## config.mk

```make
export PLATFORM = sky130hd
export DESIGN_NAME = compass_spi_link_sequencer
export DESIGN_NICKNAME = d
export VERILOG_FILES = /design/src/hw/rtl/csl_pkg.sv /design/src/hw/rtl/csl_cfg_regs.sv /design/src/hw/rtl/csl_step.sv /design/src/hw/rtl/compass_spi_link_sequencer.sv
export SDC_FILE = /design/constraint.sdc
export NUM_CORES = 1
export LEC_CHECK = 0
export ABC_AREA = 1
export BUFFER_PORTS_ARGS = -buffer_cell sky130_fd_sc_hd__buf_4
export CORE_MARGIN = 8
export CORE_UTILIZATION = 64
export DETAILED_ROUTE_END_ITERATION = 10
export GPL_ROUTABILITY_DRIVEN = 1
export GPL_TIMING_DRIVEN = 1
export PLACE_DENSITY = 0.83
export SYNTH_ARGS = -nofsm -noshare
export SYNTH_HDL_FRONTEND = slang
export SYNTH_SLANG_ARGS = --single-unit
```

## constraint.sdc

```tcl
create_clock -name clk -period 4.7 [get_ports clk]
set_input_delay 0.47 -clock clk [delete_from_list [all_inputs] [get_ports clk]]
set_output_delay 0.47 -clock clk [all_outputs]
set_load 0.1 [all_outputs]
```

## src/hw/rtl/csl_pkg.sv

```systemverilog
// shared types, codes and request tables of the compass spi link sequencer
`default_nettype none

package csl_pkg;

	// largest response frame the link is built for
	localparam int RESP_MAX = 128;
	localparam logic [7:0] FRAME_CAP = 8'((RESP_MAX < 128) ? RESP_MAX : 128);

	// event codes
	localparam logic [1:0] OP_TICK  = 2'd0;
	localparam logic [1:0] OP_BYTE  = 2'd1;
	localparam logic [1:0] OP_RESET = 2'd2;

	// device phases
	localparam logic [1:0] PH_RESET = 2'd0;
	localparam logic [1:0] PH_INIT  = 2'd1;
	localparam logic [1:0] PH_READY = 2'd2;
	localparam logic [1:0] PH_WAIT  = 2'd3;

	// link phases
	localparam logic [1:0] LINK_IDLE  = 2'd0;
	localparam logic [1:0] LINK_READ  = 2'd1;
	localparam logic [1:0] LINK_WRITE = 2'd2;

	// request selects
	localparam logic [1:0] REQ_SETUP  = 2'd0;
	localparam logic [1:0] REQ_MODE   = 2'd1;
	localparam logic [1:0] REQ_PERIOD = 2'd2;
	localparam logic [1:0] REQ_DATA   = 2'd3;

	// configuration register indexes
	localparam logic [1:0] CFG_WAIT_TICKS  = 2'd0;
	localparam logic [1:0] CFG_MAX_RETRIES = 2'd1;
	localparam logic [1:0] CFG_RESP_LEN    = 2'd2;
	localparam logic [1:0] CFG_PERIOD_CODE = 2'd3;

	localparam logic [7:0] SYNC_BYTE = 8'hAA;
	localparam logic [7:0] END_BYTE  = 8'h00;
	localparam logic [7:0] FILL_BYTE = 8'h00;

	localparam logic [7:0] WAIT_TICKS_RST  = 8'd5;
	localparam logic [3:0] MAX_RETRIES_RST = 4'd10;
	localparam logic [7:0] RESP_LEN_RST    = 8'd43;
	localparam logic [7:0] PERIOD_CODE_RST = 8'd7;

	typedef struct packed {
		logic [7:0] wait_ticks;
		logic [3:0] max_retries;
		logic [7:0] response_length;
		logic [7:0] period_code;
	} cfg_t;

	typedef struct packed {
		logic [1:0] phase;
		logic [1:0] link;
		logic [1:0] setup_step;
		logic [7:0] wait_count;
		logic [1:0] req_sel;
		logic [3:0] send_index;
		logic [6:0] recv_index;
		logic [3:0] miss_count;
		logic       sync_pin;
	} state_t;

	typedef struct packed {
		logic       send_valid;
		logic [7:0] send_byte;
		logic       select_begin;
		logic       select_end;
		logic       sync_level;
		logic       stored_valid;
		logic [6:0] stored_index;
		logic [7:0] stored_byte;
		logic       frame_done;
		logic [1:0] device_phase;
		logic [1:0] link_phase;
	} result_t;

	function automatic logic [3:0] req_len(input logic [1:0] sel);
		logic [3:0] len;
		case (sel)
			REQ_SETUP: len = 4'd10;
			REQ_DATA:  len = 4'd1;
			default:   len = 4'd3;
		endcase
		return len;
	endfunction

	function automatic logic [7:0] req_byte(input logic [1:0] sel, input logic [3:0] idx,
			input logic [7:0] period);
		logic [7:0] b;
		case (sel)
			REQ_SETUP: begin
				case (idx)
					4'd0, 4'd10: b = 8'h03;
					4'd1, 4'd11: b = 8'h08;
					4'd2, 4'd12: b = 8'h01;
					4'd3, 4'd13: b = 8'h02;
					4'd4, 4'd14: b = 8'h03;
					4'd5, 4'd15: b = 8'h04;
					4'd6:        b = 8'h05;
					4'd7:        b = 8'h06;
					4'd8:        b = 8'h08;
					default:     b = 8'h09;
				endcase
			end
			REQ_MODE: begin
				b = (idx == 4'd0 || idx == 4'd1) ? 8'h06 : 8'h00;
			end
			REQ_PERIOD: begin
				if (idx == 4'd0)
					b = 8'h06;
				else if (idx == 4'd1)
					b = 8'h05;
				else
					b = period;
			end
			default: b = 8'h04;
		endcase
		return b;
	endfunction

endpackage

`default_nettype wire

```

## src/hw/rtl/csl_cfg_regs.sv

```systemverilog
// configuration register file of the compass spi link sequencer
`default_nettype none

module csl_cfg_regs (
	input  wire logic          clk,
	input  wire logic          arst_n,
	input  wire logic          cfg_write_en,
	input  wire logic [1:0]    cfg_index,
	input  wire logic [7:0]    cfg_data,
	output csl_pkg::cfg_t      cfg
);
	import csl_pkg::*;

	cfg_t cfg_q;

	always_ff @(posedge clk or negedge arst_n) begin
		if (!arst_n) begin
			cfg_q.wait_ticks      <= WAIT_TICKS_RST;
			cfg_q.max_retries     <= MAX_RETRIES_RST;
			cfg_q.response_length <= RESP_LEN_RST;
			cfg_q.period_code     <= PERIOD_CODE_RST;
		end else if (cfg_write_en) begin
			case (cfg_index)
				CFG_WAIT_TICKS:  cfg_q.wait_ticks      <= cfg_data;
				CFG_MAX_RETRIES: cfg_q.max_retries     <= cfg_data[3:0];
				CFG_RESP_LEN:    cfg_q.response_length <= cfg_data;
				CFG_PERIOD_CODE: cfg_q.period_code     <= cfg_data;
				default: ;
			endcase
		end
	end

	assign cfg = cfg_q;

endmodule

`default_nettype wire

```

## src/hw/rtl/csl_step.sv

```systemverilog
// next-state and result logic for one event of the compass spi link sequencer
`default_nettype none

module csl_step (
	input  wire csl_pkg::cfg_t   cfg,
	input  wire csl_pkg::state_t cur,
	input  wire logic [1:0]      operation,
	input  wire logic [7:0]      rx_byte,
	output csl_pkg::state_t      nxt,
	output csl_pkg::result_t     res
);
	import csl_pkg::*;

	logic [3:0] len;
	logic [7:0] flen;
	logic [7:0] next_idx;
	logic       take;

	always_comb begin
		len = req_len(cur.req_sel);
		flen = (cfg.response_length == 8'd0) ? 8'd1 : cfg.response_length;
		if (flen > FRAME_CAP)
			flen = FRAME_CAP;
		next_idx = {1'b0, cur.recv_index} + 8'd1;
		take = 1'b0;

		nxt = cur;
		res = '0;

		case (operation)
			OP_TICK: begin
				case (cur.phase)
					PH_RESET: begin
						nxt.sync_pin = 1'b1;
						nxt.phase = PH_INIT;
					end
					PH_INIT: begin
						if (cur.link == LINK_IDLE) begin
							if (cur.setup_step < 2'd3) begin
								nxt.req_sel = cur.setup_step;
								nxt.setup_step = cur.setup_step + 2'd1;
								nxt.link = LINK_WRITE;
								nxt.send_index = 4'd0;
								res.send_valid = 1'b1;
								res.send_byte = SYNC_BYTE;
								res.select_begin = 1'b1;
							end else begin
								nxt.phase = PH_READY;
							end
						end
					end
					PH_READY: begin
						nxt.req_sel = REQ_DATA;
						nxt.link = LINK_WRITE;
						nxt.send_index = 4'd0;
						nxt.phase = PH_WAIT;
						nxt.wait_count = 8'd0;
						res.send_valid = 1'b1;
						res.send_byte = SYNC_BYTE;
						res.select_begin = 1'b1;
					end
					default: begin
						// read starts once the wait is over and the link is free
						if (cur.wait_count >= cfg.wait_ticks && cur.link == LINK_IDLE) begin
							nxt.link = LINK_READ;
							nxt.recv_index = 7'd0;
							res.send_valid = 1'b1;
							res.send_byte = FILL_BYTE;
							res.select_begin = 1'b1;
						end
						if (cur.wait_count != 8'hFF)
							nxt.wait_count = cur.wait_count + 8'd1;
					end
				endcase
			end
			OP_BYTE: begin
				case (cur.link)
					LINK_WRITE: begin
						if (cur.send_index < len) begin
							res.send_valid = 1'b1;
							res.send_byte = req_byte(cur.req_sel, cur.send_index,
								cfg.period_code);
						end else if (cur.send_index == len) begin
							res.send_valid = 1'b1;
							res.send_byte = END_BYTE;
						end else begin
							nxt.link = LINK_IDLE;
							res.select_end = 1'b1;
						end
						if (cur.send_index != 4'hF)
							nxt.send_index = cur.send_index + 4'd1;
					end
					LINK_READ: begin
						take = 1'b1;
						// sync hunt on the first word of the frame
						if (cur.recv_index == 7'd0) begin
							if (cur.miss_count > cfg.max_retries) begin
								nxt.sync_pin = 1'b0;
								nxt.phase = PH_RESET;
								nxt.link = LINK_IDLE;
								nxt.miss_count = 4'd0;
								res.select_end = 1'b1;
								take = 1'b0;
							end else if (rx_byte != SYNC_BYTE) begin
								if (cur.miss_count != 4'hF)
									nxt.miss_count = cur.miss_count + 4'd1;
								res.send_valid = 1'b1;
								res.send_byte = FILL_BYTE;
								take = 1'b0;
							end else begin
								nxt.miss_count = 4'd0;
							end
						end
						if (take) begin
							res.stored_valid = 1'b1;
							res.stored_index = cur.recv_index;
							res.stored_byte = rx_byte;
							if (next_idx < flen) begin
								nxt.recv_index = next_idx[6:0];
								res.send_valid = 1'b1;
								res.send_byte = FILL_BYTE;
							end else begin
								nxt.recv_index = 7'd0;
								nxt.link = LINK_IDLE;
								nxt.phase = PH_READY;
								res.select_end = 1'b1;
								res.frame_done = 1'b1;
							end
						end
					end
					default: ;
				endcase
			end
			OP_RESET: begin
				res.select_end = (cur.link != LINK_IDLE);
				nxt.sync_pin = 1'b0;
				nxt.phase = PH_RESET;
				nxt.link = LINK_IDLE;
			end
			default: ;
		endcase

		res.sync_level = nxt.sync_pin;
		res.device_phase = nxt.phase;
		res.link_phase = nxt.link;
	end

endmodule

`default_nettype wire

```

## src/hw/rtl/compass_spi_link_sequencer.sv

```systemverilog
// top level of the compass spi link sequencer: input register, state and result register
//
// Master-side sequencer for a byte-framed SPI link to a compass module.
// Input channel (in_valid/in_ready) takes one event word: operation 0 is a
// periodic tick, 1 a finished SPI byte transfer with the byte in rx_byte,
// 2 a module reset request. Every event gives exactly one result word on
// the output channel (out_valid/out_ready): the byte to shift out, chip
// select begin/end, sync pin level, a received frame byte with its index,
// an end-of-frame flag and the device and link phases after the event.
// The input register loads at the accepting edge; the result register
// loads from it when it is empty or being taken, and a receiver stall
// can keep an event waiting in the input register. Throughput is one
// event per cycle while the receiver does not stall; the state update
// of the step logic is the only loop.
// When the receiver stalls the result register holds and one more event
// waits in the input register; in_ready drops only when both are full.
// Reset empties both registers and clears all sequencing state; the sync
// pin is low (module held in reset) and the registers return to defaults.
// Configuration is written through cfg_write_en/cfg_index/cfg_data with no wait;
// the user must write only while no event is in flight; the block does not enforce it.
`default_nettype none

module compass_spi_link_sequencer (
	input  wire logic       clk,
	input  wire logic       arst_n,
	input  wire logic       cfg_write_en,
	input  wire logic [1:0] cfg_index,
	input  wire logic [7:0] cfg_data,
	input  wire logic       in_valid,
	output logic            in_ready,
	input  wire logic [1:0] operation,
	input  wire logic [7:0] rx_byte,
	output logic            out_valid,
	input  wire logic       out_ready,
	output logic            send_valid,
	output logic [7:0]      send_byte,
	output logic            select_begin,
	output logic            select_end,
	output logic            sync_level,
	output logic            stored_valid,
	output logic [6:0]      stored_index,
	output logic [7:0]      stored_byte,
	output logic            frame_done,
	output logic [1:0]      device_phase,
	output logic [1:0]      link_phase
);
	import csl_pkg::*;

	cfg_t    cfg;
	state_t  state_q;
	state_t  state_nxt;
	result_t res;
	result_t res_q;

	logic       valid_s1;
	logic [1:0] operation_s1;
	logic [7:0] rx_byte_s1;
	logic       out_valid_q;
	logic       advance;

	csl_cfg_regs u_cfg (
		.clk          (clk),
		.arst_n       (arst_n),
		.cfg_write_en (cfg_write_en),
		.cfg_index    (cfg_index),
		.cfg_data     (cfg_data),
		.cfg          (cfg)
	);

	csl_step u_step (
		.cfg       (cfg),
		.cur       (state_q),
		.operation (operation_s1),
		.rx_byte   (rx_byte_s1),
		.nxt       (state_nxt),
		.res       (res)
	);

	// word moves into the result register when it is empty or being taken
	assign advance = valid_s1 && (!out_valid_q || out_ready);
	assign in_ready = !valid_s1 || advance;

	always_ff @(posedge clk or negedge arst_n) begin
		if (!arst_n) begin
			valid_s1 <= 1'b0;
		end else if (in_ready) begin
			valid_s1 <= in_valid;
		end
	end

	always_ff @(posedge clk) begin
		if (in_valid && in_ready) begin
			operation_s1 <= operation;
			rx_byte_s1 <= rx_byte;
		end
	end

	always_ff @(posedge clk or negedge arst_n) begin
		if (!arst_n) begin
			state_q <= '0;
			out_valid_q <= 1'b0;
		end else begin
			if (advance) begin
				state_q <= state_nxt;
				out_valid_q <= 1'b1;
			end else if (out_ready) begin
				out_valid_q <= 1'b0;
			end
		end
	end

	always_ff @(posedge clk) begin
		if (advance)
			res_q <= res;
	end

	assign out_valid = out_valid_q;
	assign send_valid = res_q.send_valid;
	assign send_byte = res_q.send_byte;
	assign select_begin = res_q.select_begin;
	assign select_end = res_q.select_end;
	assign sync_level = res_q.sync_level;
	assign stored_valid = res_q.stored_valid;
	assign stored_index = res_q.stored_index;
	assign stored_byte = res_q.stored_byte;
	assign frame_done = res_q.frame_done;
	assign device_phase = res_q.device_phase;
	assign link_phase = res_q.link_phase;

endmodule

`default_nettype wire

```

==> run summary, run 1 <==
busiest metal layer after global routing = met2
share of the synthesized area in the top cell type = 23.1%
WP data arrival = 3.44 ns
warnings from Yosys = 0
placed inst area = 6140 sq um
Crit Path Max Fanout = 11
Buf/Inv on CP = 2
final design utilization = 73.7%
Final Hold Violating Endpoints = 0
Cell Pwr Density = 485 nW/um^2
setup TNS = 0 ns
fin. max-slew vios = 0
met1 usage = 26.7%
Filler cells = 626
worst setup margin = 1.54 ns
hold buffers post-CTS = 0
worst min-delay path class = primary input to asynchronous set/reset pin
Seq pwr share = 41.6%
switching part of the total = 43.5%
cells after synthesis = 615
GRT Util Overall = 21.9%
die height = 109 um
sw power = 1.34 mW
Slew HR = 25.0%
part of the cycle the worst path needs = 67.2%
Final GP Congestion = 0.912
r2r setup slk = 1.54 ns
f_max = 316 MHz
first-pass GRT wire length = 20600 um
clk_skew = 0.0133 ns
depth of the worst register-to-register path = 11
startpoint types = flip-flop
Async SR Flop Fraction = 59.0%
Synth top cells by count = nand2_1 (119), inv_1 (100), o21ai_0 (58), dfrtp_1 (51), nor2_1 (51)
met2 usage = 37.0%
mapped cell area = 5590 sq um
reg2reg start = u_cfg.cfg[19]
Top FF cell, synth = dfrtp_1
Placed Cells = 777
Tightest Pin Transition = 1.12 ns
Initial DRT Pass Iterations = 6
critical path depth in cells = 11
Via density = 5.60
cts bufs inserted = 9
cell area after layout = 6340 sq um
wire per inst = 15.6 um
Area contributors post-synth = edfxtp_1 (23%), dfrtp_1 (23%), ha_1 (10%)
post-layout min period = 3.16 ns
Setup CP Type = flip-flop to flip-flop
setup violators final = 0
most common cell in the netlist = nand2_1
post-synth top area cell = edfxtp_1
ant diodes = 0
Int Power = 1.74 mW
# IOs = 60
Clock Tree Buf Depth = 2
Worst-Skew Late Latency = 0.38 ns
initial antenna violation count = 0
Leak Pwr = 3.03 nW
drt initial violations = 259
hpwl dp = 9460 um
CP peak stage delay = 0.85 ns
die width = 109 um
Worst EP required = 4.98 ns
# Post-CTS Setup Buffers = 0
Netlist cell types = 48
CTS tree = done
Syn Nets = 685
grt met3 use = 4.75%
Combinational Power Share = 40.6%
# clock sinks = 105
largest net degree at the start of global routing = 63
Residual DRC = 0
delay-heaviest family, CP = simple AND/OR/NAND/NOR gates
NumNets Final = 750
Die Area = 12000 sq um
Resized cells post-CTS = 0
Routed Antenna Nets = 0
via count = 4441
CP Capture Type = flip-flop
outcome = finished clean
maxcap violations = 0
clk slew on worst S/H paths = 0.10 ns
slowest cell on the critical path = nor3_1
worst path cell trace = inv_1 -> ha_1 -> a21oi_1 -> o21ai_0 -> nand2_1 -> inv_1 -> o21ai_2 -> o22ai_1 -> nor3_1 -> nand2_1 -> o22ai_1
CTS H-tree lvls = 3
# rows = 34
sequential-to-total area share from yosys stat = 51.1%
DP Worst Slack = 1.68 ns
CORE AREA = 8590 sq um
layout cell share with drive strength beyond 1 = 16.2%
GRT overflow = 0
R2R Path End = state_q[10]
Initial Utilization = 65.1%
Post-Route WL = 12400 um
Mapped Avg Cell Area = 9.09 sq um
clock share of power = 17.9%
area delta synth->final = 13.3%
EDFF count, synth = 43
unrepaired setup endpoints after global routing = false
clk root buf = clkbuf_8
flops & latches, synth = 105
Max IR drop VDD = 0.000241 V
Port-buffer cells = 59
Final Instance Count excl. Fillers = 793
number of global-route vias before repair = 4372
==> metrics by stage <==
stage / hold WS (ns) / power, mW
floorplan: 0.174 / 2.22
global placement: 0.468 / 2.49
detailed placement: 0.475 / 2.54
CTS: 0.193 / 3.09
global route: 0.212 / 3.30
finish: 0.165 / 3.08
==> worst reg2reg max path, stage by stage (launching register included) <==
cell and delay (ns):
dfstp_2 0.54, inv_1 0.05, ha_1 0.32, a21oi_1 0.15, o21ai_0 0.10, nand2_1 0.14, inv_1 0.08, o21ai_2 0.19
o22ai_1 0.10, nor3_1 0.85, nand2_1 0.29, o22ai_1 0.23
==> cells by family (layout without fill, tap and decap cells) <==
logic type      Yosys count  in the layout  synth area share (%)
buf+inv                 109            179                  7.52
flops                   105            105                  51.1
fa+ha+maj                45             45                  10.1
simple gates            229            229                  17.5
compound gates          121            121                  12.8
mux                       1              1                 0.201
xor+xnor                  5              5                 0.783
==> sequential cells by signal, indices dropped and copies added (netlist names), 2 cells and up <==
register,flops
state_q,32
u_cfg.cfg,28
rx_byte_s1,8
send_byte,8
stored_byte,8
stored_index,7
device_phase,2
link_phase,2
operation_s1,2
==> cell usage in the layout (no fill, tap or decap), types with 11 or more instances in the layout <==
master,count
a21oi_1,26
o21ai_0,58
nand2_1,119
buf_4,60
dfstp_2,11
nor2_1,51
inv_1,100
edfxtp_1,43
ha_1,45
dfrtp_1,51
nand3_1,23
==> metal layers <==
metal  vias to the layer above  share of wire, %
li1                       2185                 -
met1                      2077                42
met2                       150                49
met3                        29               6.6
met4                         0               2.3
met5                         -                 0
==> final cells by class <==
type	count	area (sq um)	area share, %
Clock buffer	10	149	2.35
Clock inverter	6	45.0	0.711
Inverter	103	387	6.10
Multi-Input combinational cell	401	2310	36.5
Sequential cell	105	2860	45.1
Tap cell	108	135	2.13
Timing Repair Buffer	60	450	7.11
==> worst max path at each step <==
stage | from | slack (ns) | end
after floorplan | out_valid | 1.98 | operation_s1[0]
after global placement | u_cfg.cfg[19] | 1.93 | state_q[9]
after detailed placement | u_cfg.cfg[19] | 1.68 | state_q[10]
after CTS | u_cfg.cfg[19] | 1.58 | state_q[10]
after global routing | u_cfg.cfg[19] | 1.32 | state_q[10]
final | u_cfg.cfg[19] | 1.54 | state_q[10]
==> power by group through the flow <==
stage | clock, mW | sequential [mW] | combinational [mW]
2_1_floorplan | 0 | 1.55 | 0.672
3_5_place_dp | 0 | 1.30 | 1.24
5_1_grt | 0.602 | 1.30 | 1.40
3_3_place_gp | 0 | 1.29 | 1.20
4_1_cts | 0.559 | 1.28 | 1.25
6_report | 0.550 | 1.28 | 1.25
(Power assumes the default switching activity.)
==> run 2, diff against run 1 <==
CORE_UTILIZATION = 53   (was 64)
PLACE_DENSITY = 0.73   (was 0.83)
clock period = 2.6 ns   (was 4.7 ns; I/O delays follow)
==> run summary, run 2 (synthesized netlist as in run 1, its figures left out) <==
via count = 4386
die height = 119 um
register area = 2860 sq um
Port-buffer cells = 59
commonest cells after routing, fill and taps aside = nand2_1 (118), inv_1 (99), buf_4 (69)
Filler cells = 858
NumNets Final = 760
cts bufs inserted = 9
CORE AREA = 10300 sq um
cell area after layout = 6460 sq um
HP Start = rx_byte[3]
clk_skew = 0.00747 ns
startpoint types = flip-flop
number of global-route vias before repair = 4253
outcome = finished clean
largest net degree at the start of global routing = 63
Residual DRC = 0
maxcap violations = 0
Cell Pwr Density = 857 nW/um^2
Die Area = 14100 sq um
hpwl dp = 9350 um
worst path cell trace = ha_2 -> nand3_2 -> nor2_1 -> nand2_1 -> xor2_1 -> inv_1 -> ha_1 -> nand2_1 -> nor2_1 -> a211oi_2 -> nand2_2 -> nand3_1 -> o211ai_1 -> nand3_1 -> a21boi_0
setup violators final = 0
fin. max-slew vios = 0
CP Capture Type = flip-flop
Slew HR = 47.1%
placed inst area = 6230 sq um
Final GP Congestion = 0.886
Max IR drop VDD = 0.000457 V
initial antenna violation count = 0
Post-Route WL = 12200 um
post-layout min period = 2.44 ns
origin of the worst setup path = state_q[5]
area delta synth->final = 15.5%
# clock sinks = 105
Biggest register = state_q
Final Hold Violating Endpoints = 0
r2r setup slk = 0.16 ns
Crit Path Max Fanout = 4
area of the multi-input gates = 2350 sq um
reg2reg start = state_q[5]
WP data arrival = 2.57 ns
GRT Util Overall = 17.7%
hold worst-path end = rx_byte_s1[3]
worst min-delay path class = primary input to flip-flop
clk root buf = clkbuf_8
Worst EP required = 2.74 ns
# IOs = 60
Initial Utilization = 54.4%
CTS tree = done
unrepaired setup endpoints after global routing = true
final design utilization = 62.9%
Routed Antenna Nets = 0
wire per inst = 14.7 um
part of the cycle the worst path needs = 93.7%
Final Instance Count excl. Fillers = 831
Placed Cells = 811
Tightest Pin Transition = 0.793 ns
max reg flops = 32
# rows = 37
Initial DRT Pass Iterations = 5
R2R Path End = select_end
layout cell share with drive strength beyond 1 = 18.3%
slowest cell on the critical path = dfrtp_1
Power Total = 5.53 mW
depth of the worst register-to-register path = 15
GRT overflow = 0
commonest non-fill, non-tap cell in the layout = nand2_1
f_max = 411 MHz
Clock Tree Buf Depth = 2
Leak Pwr = 3.07 nW
ant diodes = 0
CP peak stage delay = 0.41 ns
Worst-Skew Late Latency = 0.39 ns
drt initial violations = 257
Via density = 5.28
clk slew on worst S/H paths = 0.09 ns
hold path depth = 1
first-pass GRT wire length = 20300 um
CTS H-tree lvls = 3
die width = 119 um
Setup CP Type = flip-flop to flip-flop
-- run 2: what timing repair did --
item,CTS,global route
pin swaps,0,0
buffers inserted,0,3
endpoints found under the hold margin,46,0
endpoints found under the setup margin,9,18
gates resized for setup,1,7
hold buffers,1,0
-- run 2: per-layer routing --
| layer | part of all wire (%) | track usage (%) | up-vias |
|---|---|---|---|
| met5 | 0 | 0 | - |
| met4 | 1.5 | 6.56 | 0 |
| met3 | 6.1 | 4.24 | 15 |
| met2 | 47 | 28.7 | 121 |
| met1 | 45 | 22.5 | 2050 |
| li1 | - | - | 2200 |
-- run 2: worst max-delay path by stage --
stage | to | slack [ns] | cells after the start
after floorplan | operation_s1[0] | 0.25 | 3
after global placement | state_q[28] | 0.12 | 20
after detailed placement | select_end | -0.04 | 15
after CTS | select_end | 0.04 | 15
after global routing | state_q[28] | -0.05 | 20
final | select_end | 0.16 | 15
-- run 2: power breakdown --
part	internal (mW)	leakage [nW]	switching, mW
sequential	2.06	1.19	0.253
clock	0.350	0.0764	0.567
combinational	0.685	1.80	1.62
total	3.10	3.07	2.44
-- run 2: per-stage QoR --
stage                     hold WS (ns)  setup TNS [ns]  setup slack (ns)
after global routing            0.0367          -0.184           -0.0493
final                           0.0476               0             0.164
after floorplan                -0.0356               0             0.246
after CTS                       0.0399               0            0.0412
after detailed placement         0.405          -0.126           -0.0402
after global placement           0.400               0             0.123
-- run 2: area by class of cell --
type | count | area share, %
clock inverter | 6 | 0.678
tap | 136 | 2.63
multi-input combinational | 401 | 36.3
clock buffer | 10 | 1.98
inverter | 103 | 6.00
sequential | 105 | 44.2
timing repair buffer | 70 | 8.17
-- run 2: worst max-delay path, delay by kind of cell, from the launching register on --
family | cells | cell delay [ns]
and+or+nand+nor | 8 | 0.68
xor gates and xnor gates | 1 | 0.17
DFF | 1 | 0.41
adders and majority gates | 2 | 0.51
buffers and inverters | 1 | 0.07
AOI/OAI and AO/OA | 3 | 0.34
==> run 3, diff against run 2 <==
MAX_ROUTING_LAYER = met4   (was default)
PLACE_DENSITY = 0.76   (was 0.73)
==> run summary, run 3 (synthesized netlist as in run 1, its figures left out) <==
final design utilization = 64.2%
outcome = finished clean
Biggest register = state_q
first-pass GRT wire length = 20600 um
Final GP Congestion = 0.922
clk slew on worst S/H paths = 0.10 ns
HP Start = rx_byte[5]
Tightest Pin Transition = 0.806 ns
wire per inst = 14.9 um
layout cell share with drive strength beyond 1 = 20.3%
Residual DRC = 0
drt initial violations = 255
part of the cycle the worst path needs = 97.9%
slowest cell on the critical path = dfrtp_1
crit-path most repeated cell = nand2_1
area delta synth->final = 17.9%
f_max = 393 MHz
CP peak stage delay = 0.39 ns
setup TNS = 0 ns
Post-Route WL = 12400 um
worst path cell trace = ha_2 -> nand3_2 -> nor2_1 -> nand2_1 -> xor2_2 -> inv_2 -> ha_4 -> nand2_4 -> nor2_2 -> a211oi_2 -> nand2_2 -> nand2_2 -> nand2_2 -> nand2_1 -> nand2_1 -> nand2_1 -> nand2_1 -> nand2_2 -> nand2_1 -> nand2_1
Final Hold Slack = 0.0581 ns
CP Capture Type = flip-flop
delay-heaviest family, CP = simple AND/OR/NAND/NOR gates
ant diodes = 0
number of global-route vias before repair = 4309
die width = 119 um
commonest cells after routing, fill and taps aside = nand2_1 (118), inv_1 (97), buf_4 (72)
post-layout min period = 2.55 ns
Via density = 5.35
Crit Path Max Fanout = 4
# IOs = 60
NumNets Final = 764
clk root buf = clkbuf_8
die height = 119 um
cell area after layout = 6590 sq um
WP data arrival = 2.86 ns
hpwl dp = 9530 um
via count = 4469
Worst EP required = 2.91 ns
Routed Antenna Nets = 0
Initial Utilization = 54.4%
Setup CP Type = flip-flop to flip-flop
Slew HR = 46.2%
unrepaired setup endpoints after global routing = true
max reg flops = 32
clk_skew = 0.0120 ns
worst setup margin = 0.0547 ns
worst min-delay path class = primary input to flip-flop
maxcap violations = 0
Cell Pwr Density = 858 nW/um^2
largest net degree at the start of global routing = 63
cts bufs inserted = 9
Die Area = 14100 sq um
Final Hold Violating Endpoints = 0
CTS H-tree lvls = 3
Max IR drop VDD = 0.000505 V
startpoint types = flip-flop
Worst-Skew Late Latency = 0.38 ns
Clock Tree Buf Depth = 2
Buf/Inv on CP = 1
commonest non-fill, non-tap cell in the layout = nand2_1
GRT overflow = 0
reg2reg start = state_q[5]
# clock sinks = 105
origin of the worst setup path = state_q[5]
Initial DRT Pass Iterations = 5
initial antenna violation count = 0
placed inst area = 6240 sq um
Leak Pwr = 3.12 nW
DP Worst Slack = -0.0734 ns
GRT Util Overall = 18.5%
setup violators final = 0
# rows = 37
CTS tree = done
fin. max-slew vios = 0
Port-buffer cells = 59
CORE AREA = 10300 sq um
[run 3: cell count changes in the layout (fill, tap and decap cells not counted), sizes merged]
cell	previous run	this run
buf	69	73
clkinvlp	4	1
inv	103	105
clkbuf	10	11
[run 3: final timing paths]
check                      slack [ns]            end  depth (start not counted)
setup / recovery                 0.05    state_q[28]                         20
hold / removal                   0.06  rx_byte_s1[5]                          1
setup reg to reg                 0.05    state_q[28]                         20
hold reg to reg                  0.50  u_cfg.cfg[17]                          2
max in group asynchronous        1.57     state_q[6]                          2
min in group asynchronous        0.50    state_q[18]                          2
[run 3: area by class of cell]
cell class / count / area [sq um]
fillers: 858 / 3680
flip-flops and latches: 105 / 2860
multi-input cells: 401 / 2410
repair buffers: 74 / 571
inverters: 103 / 388
well taps: 136 / 170
clock buffers: 11 / 154
clock inverters: 5 / 45.0
[run 3: per-layer routing]
metal  track usage (%)  share of wire [%]  up-vias
li1                  -                  -     2211
met1              22.5                 45     2116
met2              29.7                 48      128
met3              4.85                5.7       14
met4              5.22                1.3        0
met5                 -                  0        -
[run 3: power by group]
part / internal, mW / switching [mW] / leakage [nW] / total, mW
clock network: 0.426 / 0.569 / 0.101 / 0.995
logic: 0.719 / 1.65 / 1.83 / 2.36
registers: 2.06 / 0.239 / 1.19 / 2.30
[run 3: stage by stage]
step                      cells  power, mW
after global placement      812       4.56
after floorplan             615       4.01
final                       835       5.66
after detailed placement    812       4.63
after CTS                   829       5.64
after global routing        835       6.05
[run 3: what timing repair did]
action,in CTS,in global routing
pin swaps,0,6
endpoints found under the hold margin,38,0
gates resized for setup,3,17
buffers inserted,0,6
setup endpoints to repair,8,16
hold buffers,1,0
